## src/hdl/lns_pkg.sv

```systemverilog
// Shared types and constants for the LIFO non-preemptive scheduler.
// Holds the channel item types, the job table entry and the control/status
// structs between controller and datapath. No dependencies.
`default_nettype none

package lns_pkg;

  localparam int ID_W   = 16;
  localparam int TIME_W = 16;
  localparam int SVC_W  = 16;
  localparam int TICK_W = 32;

  localparam logic OP_LOAD = 1'b0;
  localparam logic OP_TICK = 1'b1;

  typedef struct packed {
    logic              op;
    logic [ID_W-1:0]   job_id;
    logic [TIME_W-1:0] arrival;
    logic [SVC_W-1:0]  service;
  } in_item_t;

  typedef struct packed {
    logic [ID_W-1:0]  run_id;
    logic [SVC_W-1:0] ticks_left;
    logic             busy_res;
    logic             all_done;
  } out_item_t;

  typedef struct packed {
    logic [ID_W-1:0]   id;
    logic [TIME_W-1:0] arrival;
    logic [SVC_W-1:0]  service;
  } job_t;

  // Commands from the controller to the datapath.
  typedef struct packed {
    logic capture;
    logic rd_ins;
    logic ins_shift;
    logic ins_wr;
    logic rd_push;
    logic push;
    logic rd_stk;
    logic rd_pop;
    logic load_run;
    logic emit;
  } ctrl_cmd_t;

  // Status from the datapath to the controller.
  typedef struct packed {
    logic in_op;
    logic full;
    logic ptr_gt_due;
    logic ins_greater;
    logic due_pending;
    logic arr_due;
    logic pop_needed;
    logic out_free;
  } dp_stat_t;

endpackage

`default_nettype wire

```

## src/hdl/lns_if.sv

```systemverilog
// Valid/ready channel interfaces for the scheduler's input and result items.
// Depends on lns_pkg for the item types.
`default_nettype none

interface lns_in_if;
  logic              valid;
  logic              ready;
  lns_pkg::in_item_t payload;

  modport source (output valid, output payload, input ready);
  modport sink   (input valid, input payload, output ready);
endinterface

interface lns_out_if;
  logic               valid;
  logic               ready;
  lns_pkg::out_item_t payload;

  modport source (output valid, output payload, input ready);
  modport sink   (input valid, input payload, output ready);
endinterface

`default_nettype wire

```

## src/hdl/lifo_nonpreemptive_scheduler_core.sv

```systemverilog
// LIFO non-preemptive job scheduler.
// The input channel carries items with op = load (job id, arrival tick,
// service length) or op = tick. A load inserts the job into an arrival-ordered
// table and produces no result; loads into a full table are dropped. A tick
// pushes every due job onto a ready stack, pops the newest job if none is
// running (zero-service jobs are discarded), and returns one result item with
// the running job's id and its remaining ticks, or zeros when idle, plus an
// all-done flag.
// A load walks down from the end of the table, moving each later arrival up
// one slot until it meets a job that does not arrive later or reaches
// next_due, then writes the new job; a load into a full table is dropped. A
// tick pushes due jobs in arrival order until one is not yet due, then pops
// the stack until a job is running or the stack is empty, then writes the
// result register. Reads of the job table give registered read data.
// One item is processed at a time; in_ready is high only between items. The
// result sits in an output register, so a new item is accepted while a result
// waits; a tick whose result register is still full waits at the end until
// the receiver takes the old result.
// Reset (synchronous, active low) empties the table and stack, clears the tick
// counter and the running job, and drops any pending result.
`default_nettype none

module lifo_nonpreemptive_scheduler_core #(
  parameter int MAX_JOBS = 16
) (
  input  wire        clk,
  input  wire        rst_n,
  lns_in_if.sink     in_ch,
  lns_out_if.source  out_ch
);

  lns_pkg::ctrl_cmd_t cmd;
  lns_pkg::dp_stat_t  stat;
  logic               in_ready;

  lns_ctrl u_ctrl (
    .clk      (clk),
    .rst_n    (rst_n),
    .in_valid (in_ch.valid),
    .in_ready (in_ready),
    .stat     (stat),
    .cmd      (cmd)
  );

  lns_dp #(
    .MAX_JOBS (MAX_JOBS)
  ) u_dp (
    .clk       (clk),
    .rst_n     (rst_n),
    .in_item   (in_ch.payload),
    .out_ready (out_ch.ready),
    .out_valid (out_ch.valid),
    .out_item  (out_ch.payload),
    .cmd       (cmd),
    .stat      (stat)
  );

  assign in_ch.ready = in_ready;

endmodule

`default_nettype wire

```

## src/hdl/lns_ctrl.sv

```systemverilog
// Controller state machine of the scheduler: sequences job insertion and the
// push, pop and report phases of a tick. Depends on lns_pkg.
`default_nettype none

module lns_ctrl (
  input  wire                 clk,
  input  wire                 rst_n,
  input  wire                 in_valid,
  output logic                in_ready,
  input  lns_pkg::dp_stat_t   stat,
  output lns_pkg::ctrl_cmd_t  cmd
);

  typedef enum logic [9:0] {
    S_IDLE     = 10'b00_0000_0001,
    S_INS_CHK  = 10'b00_0000_0010,
    S_INS_CMP  = 10'b00_0000_0100,
    S_INS_WR   = 10'b00_0000_1000,
    S_PUSH_CHK = 10'b00_0001_0000,
    S_PUSH_CMP = 10'b00_0010_0000,
    S_POP_CHK  = 10'b00_0100_0000,
    S_POP_IDX  = 10'b00_1000_0000,
    S_POP_LD   = 10'b01_0000_0000,
    S_EMIT     = 10'b10_0000_0000
  } state_t;

  state_t state_r;
  state_t state_nxt;

  assign in_ready = (state_r == S_IDLE);

  always_comb begin
    state_nxt = state_r;
    cmd       = '0;
    unique case (state_r)
      S_IDLE: begin
        if (in_valid) begin
          cmd.capture = 1'b1;
          if (stat.in_op == lns_pkg::OP_TICK) begin
            state_nxt = S_PUSH_CHK;
          end else if (!stat.full) begin
            state_nxt = S_INS_CHK;
          end
        end
      end
      // Walk down from the end of the table, moving later arrivals up one slot.
      S_INS_CHK: begin
        if (stat.ptr_gt_due) begin
          cmd.rd_ins = 1'b1;
          state_nxt  = S_INS_CMP;
        end else begin
          state_nxt = S_INS_WR;
        end
      end
      S_INS_CMP: begin
        if (stat.ins_greater) begin
          cmd.ins_shift = 1'b1;
          state_nxt     = S_INS_CHK;
        end else begin
          state_nxt = S_INS_WR;
        end
      end
      S_INS_WR: begin
        cmd.ins_wr = 1'b1;
        state_nxt  = S_IDLE;
      end
      S_PUSH_CHK: begin
        if (stat.due_pending) begin
          cmd.rd_push = 1'b1;
          state_nxt   = S_PUSH_CMP;
        end else begin
          state_nxt = S_POP_CHK;
        end
      end
      S_PUSH_CMP: begin
        if (stat.arr_due) begin
          cmd.push  = 1'b1;
          state_nxt = S_PUSH_CHK;
        end else begin
          state_nxt = S_POP_CHK;
        end
      end
      S_POP_CHK: begin
        if (stat.pop_needed) begin
          cmd.rd_stk = 1'b1;
          state_nxt  = S_POP_IDX;
        end else begin
          state_nxt = S_EMIT;
        end
      end
      S_POP_IDX: begin
        cmd.rd_pop = 1'b1;
        state_nxt  = S_POP_LD;
      end
      S_POP_LD: begin
        cmd.load_run = 1'b1;
        state_nxt    = S_POP_CHK;
      end
      S_EMIT: begin
        if (stat.out_free) begin
          cmd.emit  = 1'b1;
          state_nxt = S_IDLE;
        end
      end
      default: begin
        state_nxt = S_IDLE;
      end
    endcase
  end

  always_ff @(posedge clk) begin
    if (!rst_n) begin
      state_r <= S_IDLE;
    end else begin
      state_r <= state_nxt;
    end
  end

endmodule

`default_nettype wire

```

## src/hdl/lns_dp.sv

```systemverilog
// Datapath of the scheduler: job table and ready stack memories, counters,
// the running job and the result register. Depends on lns_pkg.
`default_nettype none

module lns_dp #(
  parameter int MAX_JOBS = 16
) (
  input  wire                 clk,
  input  wire                 rst_n,
  input  lns_pkg::in_item_t   in_item,
  input  wire                 out_ready,
  output logic                out_valid,
  output lns_pkg::out_item_t  out_item,
  input  lns_pkg::ctrl_cmd_t  cmd,
  output lns_pkg::dp_stat_t   stat
);

  localparam int IDX_W = (MAX_JOBS > 1) ? $clog2(MAX_JOBS) : 1;
  localparam int CNT_W = $clog2(MAX_JOBS + 1);

  // Job table, kept in arrival order from next_due upward.
  lns_pkg::job_t tbl [MAX_JOBS];
  lns_pkg::job_t tbl_rd_r;
  logic [IDX_W-1:0] tbl_ra;
  logic             tbl_re;
  logic [IDX_W-1:0] tbl_wa;
  logic             tbl_we;
  lns_pkg::job_t    tbl_wd;

  // Ready stack of table indices.
  logic [IDX_W-1:0] stk [MAX_JOBS];
  logic [IDX_W-1:0] stk_rd_r;

  lns_pkg::job_t    new_r;
  logic [CNT_W-1:0] ptr_r, ptr_nxt;
  logic [CNT_W-1:0] job_count_r, job_count_nxt;
  logic [CNT_W-1:0] next_due_r, next_due_nxt;
  logic [CNT_W-1:0] depth_r, depth_nxt;
  logic [lns_pkg::ID_W-1:0]   running_id_r, running_id_nxt;
  logic [lns_pkg::SVC_W-1:0]  running_left_r, running_left_nxt;
  logic [lns_pkg::TICK_W-1:0] tick_r, tick_nxt;
  logic               out_valid_r, out_valid_nxt;
  lns_pkg::out_item_t out_item_r;

  logic [CNT_W-1:0]          ptr_m1;
  logic [CNT_W-1:0]          depth_m1;
  logic                      busy;
  logic [lns_pkg::SVC_W-1:0] left_after;

  assign ptr_m1     = ptr_r - CNT_W'(1);
  assign depth_m1   = depth_r - CNT_W'(1);
  assign busy       = (running_left_r != '0);
  assign left_after = busy ? running_left_r - lns_pkg::SVC_W'(1) : '0;

  assign stat.in_op       = in_item.op;
  assign stat.full        = (job_count_r == CNT_W'(MAX_JOBS));
  assign stat.ptr_gt_due  = (ptr_r > next_due_r);
  assign stat.ins_greater = (tbl_rd_r.arrival > new_r.arrival);
  assign stat.due_pending = (next_due_r < job_count_r);
  assign stat.arr_due     = ({16'b0, tbl_rd_r.arrival} <= tick_r);
  assign stat.pop_needed  = !busy && (depth_r != '0);
  assign stat.out_free    = !out_valid_r || out_ready;

  // Table port selection.
  always_comb begin
    tbl_re = cmd.rd_ins | cmd.rd_push | cmd.rd_pop;
    tbl_ra = stk_rd_r;
    if (cmd.rd_ins) begin
      tbl_ra = ptr_m1[IDX_W-1:0];
    end else if (cmd.rd_push) begin
      tbl_ra = next_due_r[IDX_W-1:0];
    end
    tbl_we = cmd.ins_shift | cmd.ins_wr;
    tbl_wa = ptr_r[IDX_W-1:0];
    tbl_wd = cmd.ins_shift ? tbl_rd_r : new_r;
  end

  always_ff @(posedge clk) begin
    if (tbl_we) begin
      tbl[tbl_wa] <= tbl_wd;
    end
    if (tbl_re) begin
      tbl_rd_r <= tbl[tbl_ra];
    end
  end

  always_ff @(posedge clk) begin
    if (cmd.push) begin
      stk[depth_r[IDX_W-1:0]] <= next_due_r[IDX_W-1:0];
    end
    if (cmd.rd_stk) begin
      stk_rd_r <= stk[depth_m1[IDX_W-1:0]];
    end
  end

  always_comb begin
    ptr_nxt          = ptr_r;
    job_count_nxt    = job_count_r;
    next_due_nxt     = next_due_r;
    depth_nxt        = depth_r;
    running_id_nxt   = running_id_r;
    running_left_nxt = running_left_r;
    tick_nxt         = tick_r;
    out_valid_nxt    = out_valid_r && !out_ready;
    if (cmd.capture) begin
      ptr_nxt = job_count_r;
    end
    if (cmd.ins_shift) begin
      ptr_nxt = ptr_m1;
    end
    if (cmd.ins_wr) begin
      job_count_nxt = job_count_r + CNT_W'(1);
    end
    if (cmd.push) begin
      depth_nxt    = depth_r + CNT_W'(1);
      next_due_nxt = next_due_r + CNT_W'(1);
    end
    if (cmd.rd_stk) begin
      depth_nxt = depth_m1;
    end
    // Jobs with zero service are dropped without taking a tick.
    if (cmd.load_run && (tbl_rd_r.service != '0)) begin
      running_id_nxt   = tbl_rd_r.id;
      running_left_nxt = tbl_rd_r.service;
    end
    if (cmd.emit) begin
      running_left_nxt = left_after;
      tick_nxt         = tick_r + lns_pkg::TICK_W'(1);
      out_valid_nxt    = 1'b1;
    end
  end

  always_ff @(posedge clk) begin
    if (!rst_n) begin
      job_count_r    <= '0;
      next_due_r     <= '0;
      depth_r        <= '0;
      running_id_r   <= '0;
      running_left_r <= '0;
      tick_r         <= '0;
      out_valid_r    <= 1'b0;
    end else begin
      job_count_r    <= job_count_nxt;
      next_due_r     <= next_due_nxt;
      depth_r        <= depth_nxt;
      running_id_r   <= running_id_nxt;
      running_left_r <= running_left_nxt;
      tick_r         <= tick_nxt;
      out_valid_r    <= out_valid_nxt;
    end
  end

  always_ff @(posedge clk) begin
    ptr_r <= ptr_nxt;
    if (cmd.capture) begin
      new_r.id      <= in_item.job_id;
      new_r.arrival <= in_item.arrival;
      new_r.service <= in_item.service;
    end
    if (cmd.emit) begin
      out_item_r.run_id     <= busy ? running_id_r : '0;
      out_item_r.ticks_left <= running_left_r;
      out_item_r.busy_res   <= busy;
      out_item_r.all_done   <= (next_due_r >= job_count_r) && (depth_r == '0) &&
                               (left_after == '0);
    end
  end

  assign out_valid = out_valid_r;
  assign out_item  = out_item_r;

endmodule

`default_nettype wire

```

## src/flat_wrapper.sv

```systemverilog
// flat-port wrapper written by rule: the top's interface ports become plain ports
module lifo_nonpreemptive_scheduler_core_flat 
#(
  parameter int MAX_JOBS = 16
)
  (clk, rst_n, in_ch_valid, in_ch_payload, in_ch_ready, out_ch_valid, out_ch_payload, out_ch_ready);
  lns_in_if in_ch_i ();
  lns_out_if out_ch_i ();
  input  wire clk;
  input  wire rst_n;
  input wire logic [$bits(in_ch_i.valid)-1:0] in_ch_valid;
  input wire logic [$bits(in_ch_i.payload)-1:0] in_ch_payload;
  output wire logic [$bits(in_ch_i.ready)-1:0] in_ch_ready;
  output wire logic [$bits(out_ch_i.valid)-1:0] out_ch_valid;
  output wire logic [$bits(out_ch_i.payload)-1:0] out_ch_payload;
  input wire logic [$bits(out_ch_i.ready)-1:0] out_ch_ready;
  assign in_ch_i.valid = in_ch_valid;
  assign in_ch_i.payload = in_ch_payload;
  assign in_ch_ready = in_ch_i.ready;
  assign out_ch_valid = out_ch_i.valid;
  assign out_ch_payload = out_ch_i.payload;
  assign out_ch_i.ready = out_ch_ready;
  lifo_nonpreemptive_scheduler_core #(.MAX_JOBS(MAX_JOBS)) u_core (.clk(clk), .rst_n(rst_n), .in_ch(in_ch_i), .out_ch(out_ch_i));
endmodule
```

## config.mk

```make
export PLATFORM = sky130hd
export DESIGN_NAME = lifo_nonpreemptive_scheduler_core_flat
export DESIGN_NICKNAME = d
export VERILOG_FILES = /design/src/hdl/lns_pkg.sv /design/src/hdl/lns_if.sv /design/src/hdl/lifo_nonpreemptive_scheduler_core.sv /design/src/hdl/lns_ctrl.sv /design/src/hdl/lns_dp.sv /design/src/flat_wrapper.sv
export SDC_FILE = /design/constraint.sdc
export NUM_CORES = 1
export LEC_CHECK = 0
export BUFFER_PORTS_ARGS = -buffer_cell sky130_fd_sc_hd__buf_2
export CORE_MARGIN = 2
export CORE_UTILIZATION = 29
export CTS_CLUSTER_DIAMETER = 40
export CTS_CLUSTER_SIZE = 24
export DETAILED_ROUTE_END_ITERATION = 10
export PLACE_DENSITY_LB_ADDON = 0.2
export SLEW_MARGIN = 20
export SYNTH_ARGS = -nofsm -noshare
export SYNTH_HDL_FRONTEND = slang
export SYNTH_SLANG_ARGS = --single-unit
```

## constraint.sdc

```tcl
create_clock -name clk -period 4.48 [get_ports clk]
set_input_delay 0.224 -clock clk [delete_from_list [all_inputs] [get_ports clk]]
set_output_delay 0.224 -clock clk [all_outputs]
set_load 0.01 [all_outputs]
```

## Yosys cells after proc, flatten, opt, wreduce, memory -nomap -nowiden

Memories as Yosys holds them, arrays and structs flattened. A register that Yosys moved wholly into a read port is not among the register bits.
Index checks and enable logic that the tools add are counted.

| storage, ports and cells | value |
|---|---|
| bits in registers | 177 |
| RAM bits | 832 |
| input bits | 53 |
| output and inout bits | 36 |
| word-level logic and storage cells | 107 |
| memories kept | 2 |

Memory list:

| memory | words | width | rd ports | clocked after Yosys merged registers in | wr ports | RTL line | text |
|---|---|---|---|---|---|---|---|
| u_core.u_dp.tbl | 16 | 48 | 1 | 1 | 1 | lns_dp.sv:22 | `lns_pkg::job_t tbl [MAX_JOBS];` |
| u_core.u_dp.stk | 16 | 4 | 1 | 1 | 1 | lns_dp.sv:31 | `logic [IDX_W-1:0] stk [MAX_JOBS];` |

| cells by class | value |
|---|---|
| add/sub/neg operators | 7 |
| order comparisons | 5 |
| equality and inequality tests | 14 |
| mux-type cells | 42 |
| bitwise gates (word level) | 3 |
| reduce and logical (&&, ||, !) cells | 18 |

Operators with widths:

| kind | number |
|---|---|
| $pmux W10 S9 | 1 |
| $mux W10 | 5 |
| $mux W16 | 3 |
| $mux W48 | 1 |
| $add A32 B1 Y32 const B | 1 |
| $le A16 B32 Y1 | 1 |
| $reduce_bool A16 Y1 | 2 |
| $mux W1 | 22 |
| $mux W5 | 4 |
| $gt A16 B16 Y1 | 1 |
| $logic_not A16 Y1 | 1 |
| $mux W4 | 4 |
| $sub A16 B1 Y16 const B | 1 |
| $add A5 B1 Y5 const B | 3 |
| $mux W7 | 2 |
| $eq A10 B1 Y1 const B | 1 |
| $eq A10 B10 Y1 const B | 1 |
| $eq A10 B2 Y1 const B | 1 |
| $eq A10 B3 Y1 const B | 1 |
| $eq A10 B4 Y1 const B | 1 |
| $eq A10 B5 Y1 const B | 1 |
| $eq A10 B6 Y1 const B | 1 |
| $eq A10 B7 Y1 const B | 1 |
| $eq A10 B8 Y1 const B | 1 |
| 17 further kinds | 28 |

## Longest topological paths before layout

| depth | value |
|---|---|
| word-level depth | 6 |
| depth in mapped cells | 14 |
| depth with buffers taken out | 11 |

## Cells and area by module

From an unflattened synthesis, not the netlist that was laid out.

| second synthesis, totals | value |
|---|---|
| cell total of the unflattened synthesis | 2789 |
| area, all modules | 43598.1 µm² |

By module, submodules not included:

| module | times used | cells each | area an instance (µm²) | sequential area each (µm²) |
|---|---|---|---|---|
| lns_dp | 1 | 2706 | 42921.2 | 30759.5 |
| lns_ctrl | 1 | 83 | 676.9 | 200.2 |

## Worst setup path after synthesis

OpenSTA, ideal clock, no wires.

| timing | value |
|---|---|
| path type | reg2reg |
| start | reg u_core.u_dp.next_due_r[3] |
| end | reg, netlist name u_core.u_dp.tbl_rd_r[0] |
| setup time | 0.706 ns |
| data arrival time | 2.970 ns |
| required time | 3.774 ns |
| slack | 0.804 ns |
| cell stages (with the launch flop) | 8 |
| buffers on the path | 0 |
| clock period less this slack | 3.676 ns |
| path through | dfxtp_1 > inv_1 > ha_1 > and3_1 > a211oi_1 > a21oi_1 > nand2_1 > nand3_1 |

| on the way | value |
|---|---|
| cells in the longest elaborated chain, start to end | 5 |
| elaborated cells between the ends (all ways) | 10 |
| those cells by class | order compare: 2; mux: 6; bitwise: 2 |

Ends and longest elaborated chain:

| what | RTL line | text |
|---|---|---|
| start, declared | lns_dp.sv:37 | `logic [CNT_W-1:0] next_due_r, next_due_nxt;` |
| start signal, assigned | lns_dp.sv:144 | `next_due_r <= next_due_nxt;` |
| $gt A5 B5 Y1 / $lt A5 B5 Y1 (equally long branches) | lns_dp.sv:57, lns_dp.sv:59 |  |
| $mux W1 (on tied branches) | lns_ctrl.sv:48, lns_ctrl.sv:68 |  |
| $mux W1 | lns_ctrl.sv:35 | `unique case (state_r)` |
| $or A1 B1 Y1 (*) (2 in series) | lns_dp.sv:66 | `tbl_re = cmd.rd_ins \| cmd.rd_push \| cmd.rd_pop;` |
| via u_core.u_dp.tbl_re | lns_dp.sv:25 | `logic tbl_re;` |

The timed path passes the listed nets; every way through them passes the cells marked *.
A chain may end at the register's enable or synchronous reset.

## Worst setup path after layout

| timing | value |
|---|---|
| start | reg, netlist name u_core.u_dp.tbl_rd_r[31] |
| end | mem u_core.u_dp.tbl[5][29] (netlist name) (enable) |

| on the way | value |
|---|---|
| cells in the longest elaborated chain, start to end | 6 |

Ends and longest elaborated chain:

| what | RTL line | text |
|---|---|---|
| $gt A16 B16 Y1 | lns_dp.sv:58 | `assign stat.ins_greater = (tbl_rd_r.arrival > new_r.arrival);` |
| $mux W1 | lns_ctrl.sv:56 | `if (stat.ins_greater) begin` |
| $mux W1 | lns_ctrl.sv:35 |  |
| $or A1 B1 Y1 | lns_dp.sv:73 | `tbl_we = cmd.ins_shift \| cmd.ins_wr;` |
| $mux W1 | lns_dp.sv:79 | `if (tbl_we) begin` |
| $mux W1 (not written as such) | lns_dp.sv:80 | `tbl[tbl_wa] <= tbl_wd;` |
| end, declared | lns_dp.sv:22 |  |

No other way between the ends.

==> reports/results.tsv <==
metric	value	unit
outcome	finished clean	
dpl.hpwl	71.2	mm
yosysMostFrequentCell	edfxtp_1	
worst_ep_required_time	4.90	ns
drt_first_pass_iters	5	
die_w	388	um
crit_top_cell	buf_4	
yosysSeqAreaShare	72.3	%
synth_ff_type	edfxtp_1	
fill_cells	14100	
syn_nets	3275	
portBuffers	88	
via_per_inst	4.83	
reg2reg_depth	9	
die_h	388	um
relSlewSlack	27.2	%
syn_inst	3164	
fin_nets	3519	
r2r_start	u_core.u_dp.tbl_rd_r[31]	
worst_slew_pin_slew	1.09	ns
post_cts_resized	0	
ios	89	
start_util	29.3	%
cts.reportedPaths.clkPinSlew	0.06	ns
wl	116	mm
antenna_found_initial	1	
synth_area	0.0428	mm^2
ys_seq_elements	1061	
rsz0062_at_grt	false	
rrSetupSlack	0.36	ns
vias	26300	
cts-buffers-inserted	154	
layout-drive-gt1-share	16.0	%
cp.arrival	4.53	ns
max_freq	0.243	GHz
p_leak	17.8	nW
hold_path_end	u_core.u_dp.new_r[46]	
cts_max_level	4	
cts_buffer_depth	3	
slowest_delay	0.65	ns
maxSlewViolCount	0	
synth_edf_count	971	
fin_area	0.0521	mm^2
core_area	0.146	mm^2
track_usage	15.2	%
async_flop_share	0	%
postPlaceCellArea	0.0465	mm^2
yosysTopAreaCellShare	68.1	%
area_delta_synth_final	21.8	%
vdd_ir_drop_max	248	uV
regArea	0.0310	mm^2
cpMaxStageDelayCell	o221ai_1	
wl_per_cell	21.2	um
worst_setup_path_start_kind	flip-flop	
cts.sinks	1061	
min_from	in_ch_payload[46]	
ys_types	65	
grt.overflow.total	0	
power_density	473	mW/mm^2
setup_viol	0	
rr_endpoint	u_core.u_dp.tbl[5][29]	
drcViolationCount	0	
syn_avg_cell_area	13.5	um^2
place_congestion	0.751	
worstPathCellList	ha_1, nand4_1, or2_2, o221ai_1, o211ai_1, buf_4, nand2_1, and3_4, buf_4	
path_max_fanout	20	
cts_root_buffer	clkbuf_16	
die_area	0.151	mm^2
min_period	4.12	ns
worstSetupPathType	flip-flop to flip-flop	
holdCritPathClass	input pin to flip-flop	
netlist_top_cells_count	971 x edfxtp_1, 694 x nand2_1, 293 x a21oi_1	
row_count	140	
multiInputGateArea	0.0110	mm^2
grt_max_degree	70	
end_kind	flip-flop	
hold_violations	0	
grt_first_pass_wirelength	173	mm
fin_crit_sh	91.9	%
yosysTopAreaCell	edfxtp_1	
grt_pass1_vias	26400	
synth_area_leaders	edfxtp_1 68%, nand2_1 6.1%, dfxtp_1 4.2%, a21oi_1 3.4%, ha_1 1.7%	
insertion_delay	0.75	ns
first_iter_violations	1948	
maxCapViolCount	0	
finClkSkew	0.0349	ns
cts_tree	built	
whs_path_depth	2	
ant_nets	0	
yosysWarnings	0	
finalSetupTns	0	ns
power breakdown:
group	total, W	switching [W]	internal, W
Clock	0.0119	0.00454	0.00731
Combinational	0.00138	0.000988	0.000393
Sequential	0.0114	0.000102	0.0113
Total	0.0246	0.00563	0.0190
area by class of cell:
type	instances	area share, %
Antenna cell	1	0.00480
Multi-Input combinational cell	1867	21.1
Clock buffer	179	7.94
Clock inverter	105	1.92
Inverter	57	0.413
Tap cell	1917	4.60
Timing Repair Buffer	267	4.66
Sequential cell	1061	59.4
kinds of logic (layout without fill, tap and decap cells):
group           count (synthesis)  after routing  synth area share (%)
fa+ha+maj                      58             58                  1.70
simple gates                 1069           1069                  10.8
flops                        1061           1061                  72.3
other cells                     0              1                     0
compound gates                573            573                  8.39
xor+xnor                       54             54                  1.11
mux                           113            113                  3.34
buf+inv                       236            608                  2.35
sequential cells by signal, summed over array words and instances, names as in the netlist:
signal,count
u_core.u_dp.out_valid,1
u_core.u_dp.out_item,34
u_core.u_dp.tbl_rd_r,48
u_core.u_dp.tick_r,32
u_core.u_ctrl.state_r,10
u_core.u_dp.running_left_r,16
u_core.u_dp.stk_rd_r,4
u_core.u_dp.new_r,48
u_core.u_dp.job_count_r,5
u_core.u_dp.stk,64
u_core.u_dp.next_due_r,5
u_core.u_dp.ptr_r,5
u_core.u_dp.running_id_r,16
u_core.u_dp.depth_r,5
u_core.u_dp.tbl,768
metal layers:
layer,GRT usage [%],share of wire [%]
met5,0,0
met3,2.62,4.5
met1,20.7,45
met4,4.60,2.1
met2,24.8,48
how the worst max path moves through the flow:
stage               slack [ns]                      start                       to
floorplan                 0.80  u_core.u_dp.next_due_r[3]  u_core.u_dp.tbl_rd_r[0]
global placement          0.42   u_core.u_dp.tbl_rd_r[31]   u_core.u_dp.tbl[5][34]
detailed placement        0.39   u_core.u_dp.tbl_rd_r[31]   u_core.u_dp.tbl[5][34]
CTS                       0.38   u_core.u_dp.tbl_rd_r[31]   u_core.u_dp.tbl[5][29]
global route              0.19   u_core.u_dp.tbl_rd_r[25]   u_core.u_dp.tbl[5][29]
finish                    0.36   u_core.u_dp.tbl_rd_r[31]   u_core.u_dp.tbl[5][29]
worst max-delay path: cells and delay by family, from the launching register on:
family | cells | cell delay (ns)
AND/OR/NAND/NOR | 4 | 1.45
buffers and inverters | 2 | 0.56
AO/OA/AOI/OAI | 2 | 0.84
adder cells (fa/ha/maj) | 1 | 0.39
flip-flops | 1 | 0.52
cells in the final DEF, fill, tap and decap left out, types with 58 or more instances in the layout:
cell and instances:
a21oi_1 293, buf_2 88, buf_4 86, clkbuf_16 161, dfxtp_1 90, edfxtp_1 971, ha_1 58, nand2_1 692
nand3_1 117, nor2_1 93
stage by stage:
step | util [%] | hold slack (ns) | instances | total power [W] | worst slack [ns]
finish | 35.7 | 0.193 | 5454 | 0.0246 | 0.362
global route | 35.7 | 0.162 | 5453 | 0.0255 | 0.189
CTS | 35.7 | 0.129 | 5453 | 0.0249 | 0.381
detailed placement | 31.8 | 0.402 | 5117 | 0.0130 | 0.388
global placement | 31.8 | 0.400 | 5117 | 0.0130 | 0.420
floorplan | - | 0.323 | 3164 | 0.0123 | 0.804
repair_timing:
item | CTS | global route
hold buffers | 52 | 0
buffers inserted | 0 | 0
hold endpoints to repair | 57 | 0
(Power assumes the default switching activity.)
